$ cat config.mk
export PLATFORM = sky130hd
export DESIGN_NAME = sgar_arith
export DESIGN_NICKNAME = d
export VERILOG_FILES = /design/src/rtl/sgar_pkg.sv /design/src/rtl/sgar_arith.sv
export SDC_FILE = /design/constraint.sdc
export NUM_CORES = 2
export LEC_CHECK = 0
export BUFFER_PORTS_ARGS = -buffer_cell sky130_fd_sc_hd__clkbuf_2
export CORE_MARGIN = 1
export CORE_UTILIZATION = 46
export CTS_CLUSTER_SIZE = 40
export DETAILED_ROUTE_END_ITERATION = 8
export GPL_ROUTABILITY_DRIVEN = 0
export HOLD_SLACK_MARGIN = 0.12
export PLACE_DENSITY = 0.69
export SLEW_MARGIN = 20
export SYNTH_ARGS = -nofsm -noshare
export SYNTH_HDL_FRONTEND = slang
export SYNTH_SLANG_ARGS = --single-unit
export TNS_END_PERCENT = 1
$ cat constraint.sdc
create_clock -name clk -period 22.9 [get_ports clk]
set_input_delay 3.435 -clock clk [delete_from_list [all_inputs] [get_ports clk]]
set_output_delay 3.435 -clock clk [all_outputs]
set_load 0.01 [all_outputs]
$ cat src/rtl/sgar_pkg.sv
// ----------------------------------------------------------------------------
// sgar_pkg
// Shared constants, codes and types of the grouped aggregate-with-removal block.
// ----------------------------------------------------------------------------
package sgar_pkg;

  localparam int MAX_GROUPS = 64;
  localparam int MAX_SLOTS  = 64;
  localparam int DEPTH      = MAX_GROUPS * MAX_SLOTS;
  localparam int ADDR_W     = $clog2(DEPTH);
  localparam int RAW_ADDR_W = 14;

  localparam int CNT_W = 32;
  localparam int SUM_W = 48;
  localparam int SQ_W  = 63;
  localparam int RES_W = 64;

  localparam logic OP_ACCUMULATE = 1'b0;
  localparam logic OP_READ       = 1'b1;

  localparam logic [1:0] ACC_COUNT  = 2'd0;
  localparam logic [1:0] ACC_SUM    = 2'd1;
  localparam logic [1:0] ACC_SUM_SQ = 2'd2;

  localparam logic [1:0] RD_COUNT  = 2'd0;
  localparam logic [1:0] RD_SUM    = 2'd1;
  localparam logic [1:0] RD_AVG    = 2'd2;
  localparam logic [1:0] RD_STDDEV = 2'd3;

  localparam logic [1:0] REG_ACC_KIND  = 2'd0;
  localparam logic [1:0] REG_READ_KIND = 2'd1;
  localparam logic [1:0] REG_IC        = 2'd2;

  localparam logic [RES_W-1:0] INT64_MAX = {1'b0, {(RES_W-1){1'b1}}};
  localparam logic [RES_W-1:0] INT64_MIN = {1'b1, {(RES_W-1){1'b0}}};

  typedef struct packed {
    logic              rd_en;
    logic              wr_en;
    logic [ADDR_W-1:0] addr;
    logic [2:0]        wr_sel;
    logic [CNT_W-1:0]  cnt;
    logic [SUM_W-1:0]  sum;
    logic [SQ_W-1:0]   sq;
  } tbl_req_t;

  typedef struct packed {
    logic [CNT_W-1:0] cnt;
    logic [SUM_W-1:0] sum;
    logic [SQ_W-1:0]  sq;
  } tbl_rsp_t;

  typedef struct packed {
    logic             start;
    logic             is_avg;
    logic [CNT_W-1:0] n;
    logic [SUM_W:0]   d;
    logic [SQ_W-1:0]  tsq;
    logic [SQ_W-1:0]  esq;
  } arith_req_t;

  typedef struct packed {
    logic             done;
    logic [RES_W-1:0] result;
  } arith_rsp_t;

endpackage

$ cat src/rtl/sgar_arith.sv
// ----------------------------------------------------------------------------
// sgar_arith
// Sequential average and standard deviation unit: shift-add multiplier,
// restoring divider and digit-by-digit square root, one bit per cycle.
// ----------------------------------------------------------------------------
module sgar_arith import sgar_pkg::*; (
  input  logic       clk,
  input  logic       rst_n,
  input  arith_req_t req,
  output arith_rsp_t rsp
);

  typedef enum logic [4:0] {
    A_IDLE = 5'b00001,
    A_MUL  = 5'b00010,
    A_DIV  = 5'b00100,
    A_SQRT = 5'b01000,
    A_DONE = 5'b10000
  } a_state_t;

  a_state_t         st_r;
  logic [1:0]       ph_r;
  logic [6:0]       cnt_r;
  logic             is_avg_r;
  logic             neg_r;
  logic [CNT_W-1:0] n_r;
  logic [SUM_W:0]   dm_r;
  logic [127:0]     acc_r;
  logic [127:0]     mcand_r;
  logic [63:0]      mplier_r;
  logic [95:0]      qn_r;
  logic [127:0]     x_r;
  logic [64:0]      rem_r;
  logic [63:0]      dvs_r;
  logic [65:0]      srem_r;
  logic [63:0]      root_r;
  logic [RES_W-1:0] res_r;

  logic [SUM_W:0]   d_mag;
  logic [127:0]     prod;
  logic [64:0]      rem_sh;
  logic             div_ge;
  logic [127:0]     quot;
  logic [66:0]      srem_sh;
  logic [66:0]      trial;
  logic             sq_ge;
  logic [63:0]      root_nxt;
  logic [95:0]      dd;
  logic [63:0]      q64;

  assign d_mag    = req.d[SUM_W] ? (~req.d + 1'b1) : req.d;
  assign prod     = acc_r + (mplier_r[0] ? mcand_r : 128'd0);
  assign rem_sh   = {rem_r[63:0], x_r[127]};
  assign div_ge   = rem_sh >= {1'b0, dvs_r};
  assign quot     = {x_r[126:0], div_ge};
  assign srem_sh  = {srem_r[64:0], x_r[127:126]};
  assign trial    = {1'b0, root_r, 2'b01};
  assign sq_ge    = srem_sh >= trial;
  assign root_nxt = {root_r[62:0], sq_ge};
  assign dd       = prod[95:0];
  assign q64      = quot[63:0];

  assign rsp.done   = (st_r == A_DONE);
  assign rsp.result = res_r;

  always_ff @(posedge clk) begin
    if (!rst_n) begin
      st_r <= A_IDLE;
    end else begin
      unique case (st_r)
        A_IDLE: begin
          if (req.start) begin
            is_avg_r <= req.is_avg;
            neg_r    <= req.d[SUM_W];
            n_r      <= req.n;
            dm_r     <= d_mag;
            cnt_r    <= '0;
            rem_r    <= '0;
            if (req.is_avg) begin
              x_r   <= {64'd0, d_mag[SUM_W-1:0], 16'd0};
              dvs_r <= {32'd0, req.n};
              st_r  <= A_DIV;
            end else if (req.esq > req.tsq) begin
              res_r <= '0;
              st_r  <= A_DONE;
            end else begin
              mcand_r  <= {65'd0, req.tsq - req.esq};
              mplier_r <= {32'd0, req.n};
              acc_r    <= '0;
              ph_r     <= 2'd0;
              st_r     <= A_MUL;
            end
          end
        end
        A_MUL: begin
          acc_r    <= prod;
          mcand_r  <= {mcand_r[126:0], 1'b0};
          mplier_r <= {1'b0, mplier_r[63:1]};
          cnt_r    <= cnt_r + 1'b1;
          if (cnt_r == 7'd63) begin
            cnt_r <= '0;
            acc_r <= '0;
            case (ph_r)
              2'd0: begin
                qn_r     <= prod[95:0];
                mcand_r  <= {79'd0, dm_r};
                mplier_r <= {15'd0, dm_r};
                ph_r     <= 2'd1;
              end
              2'd1: begin
                if (qn_r <= dd) begin
                  res_r <= '0;
                  st_r  <= A_DONE;
                end else begin
                  x_r      <= {qn_r - dd, 32'd0};
                  mcand_r  <= {96'd0, n_r};
                  mplier_r <= {32'd0, n_r};
                  ph_r     <= 2'd2;
                end
              end
              default: begin
                dvs_r <= prod[63:0];
                rem_r <= '0;
                st_r  <= A_DIV;
              end
            endcase
          end
        end
        A_DIV: begin
          rem_r <= div_ge ? (rem_sh - {1'b0, dvs_r}) : rem_sh;
          x_r   <= quot;
          cnt_r <= cnt_r + 1'b1;
          if (cnt_r == 7'd127) begin
            cnt_r <= '0;
            if (is_avg_r) begin
              if (neg_r) begin
                res_r <= q64[63] ? INT64_MIN : (~q64 + 1'b1);
              end else begin
                res_r <= q64[63] ? INT64_MAX : q64;
              end
              st_r <= A_DONE;
            end else begin
              srem_r <= '0;
              root_r <= '0;
              st_r   <= A_SQRT;
            end
          end
        end
        A_SQRT: begin
          srem_r <= sq_ge ? 66'(srem_sh - trial) : srem_sh[65:0];
          root_r <= root_nxt;
          x_r    <= {x_r[125:0], 2'b00};
          cnt_r  <= cnt_r + 1'b1;
          if (cnt_r == 7'd63) begin
            res_r <= root_nxt[63] ? INT64_MAX : root_nxt;
            st_r  <= A_DONE;
          end
        end
        A_DONE: begin
          st_r <= A_IDLE;
        end
        default: begin
          st_r <= A_IDLE;
        end
      endcase
    end
  end

endmodule
# Word level (Yosys, flattened, before mapping)
# Cells that the tools add are included.
# Widths: inputs -> output; s select.
# word_totals
word_cells,154
out_inout_bits,65
latch_bits,0
inputBits,211
ramBits,0
register_bits,962
memories,0
mem_bits_ro,0
# op_classes
n_mux,79
n_eq_ne,26
n_div,0
n_reduce_logical,17
mul,0
magnitude_cmp,4
addsub,8
n_shift,0
n_bitwise,2
# op_table
cell,n
$mux 128,15
$mux 64,24
$pmux 128 s2,3
$pmux 128 s4,1
$pmux 64 s2,3
$pmux 64 s4,1
$mux 63,4
$mux 65,3
$pmux 64 s3,1
$pmux 65 s2,1
$add 128x128->128,1
$pmux 63 s2,1
$le 96x96->1,1
$sub 96x96->96,1
$ge 67x66->1,1
$ge 65x64->1,1
$sub 65x65->65,1
$add 64x1->64 const B,1
$not 64->64,1
$sub 64x64->64,1
$gt 63x63->1,1
$sub 63x63->63,1
$add 49x1->49 const B,1
$not 49->49,1
32 further kinds,66

# Depth between registers and ports, before layout
# logic_depth
word_depth,8
mapped_depth,39
ltp_nobuf,36

# Worst setup path before layout
# OpenSTA, ideal clock, no wires.
# synth_timing
path_type,input-to-reg
from,input port req[2] (netlist bit)
to,register acc_r[0] (enable)
path_buffers,0
setup_ns,0.848
stages,18
required_ns,22.052
path_slack_ns,5.192
t_arrival_ns,16.859
cell_sequence,inv_1 ha_1 o21a_1 o31a_1 nor4_1 o31a_1 o21ai_0 o211ai_1 a2111o_1 a31o_2 a21oi_1 o41ai_1 o31ai_1 a221oi_1 nor2b_1 o21ai_0 and2_1 nor2_1
# synth_via
elab_chain_len,3
# synth_rtl
element,line_no,rtl
"start, declared",sgar_arith.sv:9,"input arith_req_t req,"
$gt 63x63->1,sgar_arith.sv:83,end else if (req.esq > req.tsq) begin
$ne 2x2->1 (no source line),--,
$reduce_and 5->1 (no source line),--,
"end signal, assigned",sgar_arith.sv:96,acc_r <= prod;
"end, declared",sgar_arith.sv:28,logic [127:0] acc_r;
# Every way passes these cells.
# A chain may end at the register's enable or synchronous reset.

# Worst setup path after layout
# layout_timing
from,register mplier_r[0]
to,register x_r[39] (enable)
# layout_via
elab_chain_len,5
# layout_rtl
element,line_no,rtl
"start, declared",sgar_arith.sv:30,logic [63:0] mplier_r;
"start signal, assigned",sgar_arith.sv:88,"mplier_r <= {32'd0, req.n};"
"start signal, assigned",sgar_arith.sv:98,"mplier_r <= {1'b0, mplier_r[63:1]};"
"start signal, assigned",sgar_arith.sv:107,"mplier_r <= {15'd0, dm_r};"
$mux 128,sgar_arith.sv:52,assign prod = acc_r + (mplier_r[0] ? mcand_r : 128'd0);
$add 128x128->128,sgar_arith.sv:52,
$le 96x96->1,sgar_arith.sv:111,if (qn_r <= dd) begin
$ne 2x2->1 (no source line),--,
$reduce_and 7->1 (no source line),--,
"end signal, assigned",sgar_arith.sv:80,"x_r <= {64'd0, d_mag[SUM_W-1:0], 16'd0};"
"end signal, assigned",sgar_arith.sv:115,"x_r <= {qn_r - dd, 32'd0};"
"end signal, assigned",sgar_arith.sv:131,x_r <= quot;
"end, declared",sgar_arith.sv:32,logic [127:0] x_r;
# Every way passes these cells.

==> impl_metrics.prom <==
# TYPE chip_impl_metric gauge
chip_impl_metric{name="totalPowerFinal",unit="mW"} 6.48
chip_impl_info{name="criticalPathCategory",value="register to register"} 1
chip_impl_metric{name="post_cts_resized",unit=""} 0
chip_impl_metric{name="clkTransAtPathRegs",unit="ns"} 0.06
chip_impl_info{name="worst_setup_path_endpoint",value="x_r[39]"} 1
chip_impl_metric{name="cts_setup_buffers",unit=""} 0
chip_impl_info{name="leading_cell_types_by_total_area_after_synthesis",value="sky130_fd_sc_hd__edfxtp_1, sky130_fd_sc_hd__ha_1, sky130_fd_sc_hd__nor2_1"} 1
chip_impl_metric{name="setup-tns-final",unit="ns"} 0
chip_impl_metric{name="worstMarginPinSlew",unit="ns"} 1.23
chip_impl_info{name="post-synth-top-count-cell",value="sky130_fd_sc_hd__edfxtp_1"} 1
chip_impl_metric{name="synthesis.yosys.warnings",unit=""} 0
chip_impl_metric{name="mappedNetlistArea",unit="um2"} 59600
chip_impl_metric{name="power_density",unit="nW/um2"} 98.5
chip_impl_metric{name="antenna_violating_nets_post_route",unit=""} 0
chip_impl_metric{name="netlist_instances",unit=""} 6258
chip_impl_metric{name="synthesis.area_per_instance",unit="um2"} 9.52
chip_impl_info{name="start_kind",value="register"} 1
chip_impl_info{name="rsz0062_at_grt",value="false"} 1
chip_impl_metric{name="drv_slew",unit=""} 0
chip_impl_info{name="hold_path_class",value="register to register"} 1
chip_impl_metric{name="die_w",unit="um"} 362
chip_impl_info{name="cpMaxStageDelayCell",value="sky130_fd_sc_hd__buf_4"} 1
chip_impl_info{name="timing.critical_path.mode_cell",value="sky130_fd_sc_hd__buf_4"} 1
chip_impl_metric{name="detailed_route_vias_per_instance",unit=""} 5.99
chip_impl_info{name="cts_tree",value="yes"} 1
chip_impl_metric{name="syn-num-nets",unit=""} 6858
chip_impl_info{name="endpoint_kind",value="register"} 1
chip_impl_metric{name="final_core_utilization",unit=""} 0.514
chip_impl_metric{name="achievable_freq",unit="MHz"} 93.0
chip_impl_metric{name="cts_hold_buffers",unit=""} 0
chip_impl_metric{name="critPathRequiredTime",unit="ns"} 23.23
chip_impl_metric{name="seq_area_frac_synth",unit=""} 0.444
chip_impl_info{name="leading_post_synthesis_cells_by_instance_count",value="sky130_fd_sc_hd__edfxtp_1, sky130_fd_sc_hd__nor2_1, sky130_fd_sc_hd__a21oi_1"} 1
chip_impl_metric{name="setup_violations",unit=""} 0
chip_impl_metric{name="clock_latency",unit="ns"} 0.72
chip_impl_metric{name="die_area",unit="um2"} 131000
chip_impl_metric{name="grt_use_total",unit=""} 0.253
chip_impl_metric{name="drt_iter0_drc",unit=""} 5098
chip_impl_info{name="timing.critical_path.from",value="mplier_r[0]"} 1
chip_impl_info{name="r2r-end",value="x_r[39]"} 1
chip_impl_metric{name="synth_async_sr_flop_share",unit=""} 0
chip_impl_metric{name="layout_worst_path_cycle_share",unit=""} 0.470
chip_impl_metric{name="stdcell_count",unit=""} 8204
chip_impl_metric{name="dpl_hpwl",unit="um"} 126000
chip_impl_metric{name="cts.sinks",unit=""} 883
chip_impl_metric{name="numPlacedInstances",unit=""} 8024
chip_impl_metric{name="port-buffer-count",unit=""} 275
chip_impl_info{name="synth_ff_type",value="sky130_fd_sc_hd__edfxtp_1"} 1
chip_impl_metric{name="ir_drop",unit="mV"} 0.0808
chip_impl_metric{name="dr_total_vias",unit=""} 49100
chip_impl_metric{name="floorplan.initialDensity",unit=""} 0.465
chip_impl_info{name="cts_root_buf",value="sky130_fd_sc_hd__clkbuf_16"} 1
chip_impl_metric{name="rrSetupSlack",unit="ns"} 12.14
chip_impl_metric{name="antenna_found_initial",unit=""} 13
chip_impl_metric{name="crit_fanout",unit=""} 96
chip_impl_metric{name="dieHeight",unit="um"} 362
chip_impl_metric{name="slew_headroom",unit=""} 0.175
chip_impl_metric{name="cts-buffers-inserted",unit=""} 96
chip_impl_metric{name="detail_route.drc_violations",unit=""} 0
chip_impl_metric{name="proportion_of_netlist_area_held_by_the_largest_area_contributor",unit=""} 0.443
chip_impl_metric{name="max-cap-violations",unit=""} 0
chip_impl_info{name="critical_path.reg2reg.startpoint",value="mplier_r[0]"} 1
chip_impl_metric{name="ctsLongestPathBuffers",unit=""} 3
chip_impl_metric{name="grt_first_pass_wirelength",unit="um"} 261000
chip_impl_metric{name="number_of_flops_mapped_to_enable_cells_by_yosys",unit=""} 878
chip_impl_metric{name="power.leakage",unit="nW"} 26.3
chip_impl_metric{name="timing.final.crit_period",unit="ns"} 10.76
chip_impl_metric{name="cts_max_level",unit=""} 3
chip_impl_metric{name="worst-r2r-cell-count",unit=""} 32
chip_impl_metric{name="routed_wire_length_per_instance",unit="um"} 20.8
chip_impl_metric{name="hold_viol",unit=""} 0
chip_impl_metric{name="drive_gt1_frac",unit=""} 0.0856
chip_impl_metric{name="crit_path_max_incr_delay",unit="ns"} 0.82
chip_impl_metric{name="final.setup_skew",unit="ns"} 0.0359
chip_impl_metric{name="maximum_number_of_pins_on_one_net_before_global_route_repair",unit=""} 175
chip_impl_metric{name="layout-area-overhead-vs-synth",unit="%"} 10.4
chip_impl_metric{name="drt_pre_antenna_iters",unit=""} 8
chip_impl_metric{name="num_rows",unit=""} 131
chip_impl_metric{name="critPathArrivalTime",unit="ns"} 11.08
chip_impl_info{name="synth_top_cell_by_area",value="sky130_fd_sc_hd__edfxtp_1"} 1
chip_impl_metric{name="detail_route.wirelength",unit="um"} 170000
chip_impl_metric{name="grt_pass1_vias",unit=""} 46000
chip_impl_metric{name="ios",unit=""} 276
chip_impl_metric{name="finish.net_count",unit=""} 6994
chip_impl_info{name="outcome",value="complete, no violations"} 1
chip_impl_metric{name="placeableCoreArea",unit="um2"} 128000
chip_impl_metric{name="grt.overflow.total",unit=""} 0
chip_impl_metric{name="postSynthRegisterBits",unit=""} 883
chip_impl_metric{name="yosysUniqueCellTypes",unit=""} 95
[state kept, by name, summed over array words and instances (netlist names)]
| signal | cells |
|---|---|
| neg_r | 1 |
| st_r | 5 |
| acc_r | 96 |
| res_r | 64 |
| dvs_r | 64 |
| qn_r | 96 |
| srem_r | 65 |
| dm_r | 49 |
| n_r | 32 |
| rem_r | 64 |
| ph_r | 2 |
| is_avg_r | 1 |
| mcand_r | 96 |
| x_r | 128 |
| mplier_r | 49 |
| root_r | 64 |
| cnt_r | 7 |
[worst max-delay path: cells and delay by family (launching register included)]
kind | cells | cell delay (ns)
xor gates and xnor gates | 1 | 0.21
DFF | 1 | 0.32
and+or+nand+nor | 10 | 2.00
buffers and inverters | 5 | 2.57
AOI/OAI and AO/OA | 14 | 4.42
adders and majority gates | 2 | 0.73
[worst min path at each step]
stage / start / endpoint / slack (ns) / depth (start not counted)
global placement: mplier_r[8] / mplier_r[7] / 0.49 / 2
global route: mplier_r[10] / mplier_r[9] / 0.54 / 2
detailed placement: mplier_r[6] / mplier_r[5] / 0.50 / 2
floorplan: mplier_r[41] / mplier_r[40] / 0.49 / 2
CTS: mplier_r[31] / mplier_r[30] / 0.51 / 2
finish: mplier_r[31] / mplier_r[30] / 0.51 / 2
[layout make-up]
cell class	count	area [um2]
Timing Repair Buffer	329	1820
Clock inverter	65	731
Fill cell	11600	62200
Sequential cell	883	26500
Tap cell	1729	2160
Antenna cell	2	5.00
Clock buffer	112	2480
Inverter	385	1450
Multi-Input combinational cell	4699	30700
[power by group]
| group | internal [mW] | switching, mW |
|---|---|---|
| clock | 0.928 | 0.685 |
| combinational | 0.917 | 1.58 |
| sequential | 2.17 | 0.199 |
| total | 4.02 | 2.46 |
[per-stage QoR]
| step | worst slack [ns] | cell area (um2) | hold WS, ns |
|---|---|---|---|
| 2_1_floorplan | 5.19 | 59600 | 0.491 |
| 3_3_place_gp | 12.39 | 62500 | 0.495 |
| 3_5_place_dp | 12.22 | 62500 | 0.501 |
| 4_1_cts | 12.19 | 65800 | 0.507 |
| 5_1_grt | 11.44 | 65800 | 0.535 |
| 6_report | 12.14 | 65800 | 0.515 |
[logic make-up (layout without fill, tap and decap cells)]
logic type,count (synthesis),count (layout),synth area share
other cells,0,2,0
fa+ha+maj,394,394,0.0831
flops,883,883,0.444
simple gates,1955,1955,0.155
buf+inv,676,891,0.0434
xor+xnor,419,419,0.0618
mux,42,42,0.00708
compound gates,1889,1889,0.205
[metal layers]
metal,part of all wire,track usage,vias up
met4,0.032,0.0871,16
met3,0.094,0.0411,297
met5,0.00055,0,-
met2,0.44,0.391,2158
li1,-,-,23300
met1,0.44,0.359,23300
[layout by cell type (no fill, tap or decap), drive strengths merged, types with 59 or more instances in the layout]
| cell type | n |
|---|---|
| a21oi | 542 |
| nand4 | 73 |
| nor2b | 77 |
| inv | 390 |
| nand2b | 60 |
| o21ai | 414 |
| nand3 | 134 |
| and2 | 157 |
| xor2 | 143 |
| a21o | 236 |
| xnor2 | 275 |
| clkbuf | 387 |
| nor3 | 81 |
| nand2 | 413 |
| a22oi | 103 |
| and3 | 59 |
| edfxtp | 878 |
| o21bai | 62 |
| ha | 385 |
| nor2 | 728 |
(Power assumes the default switching activity.)
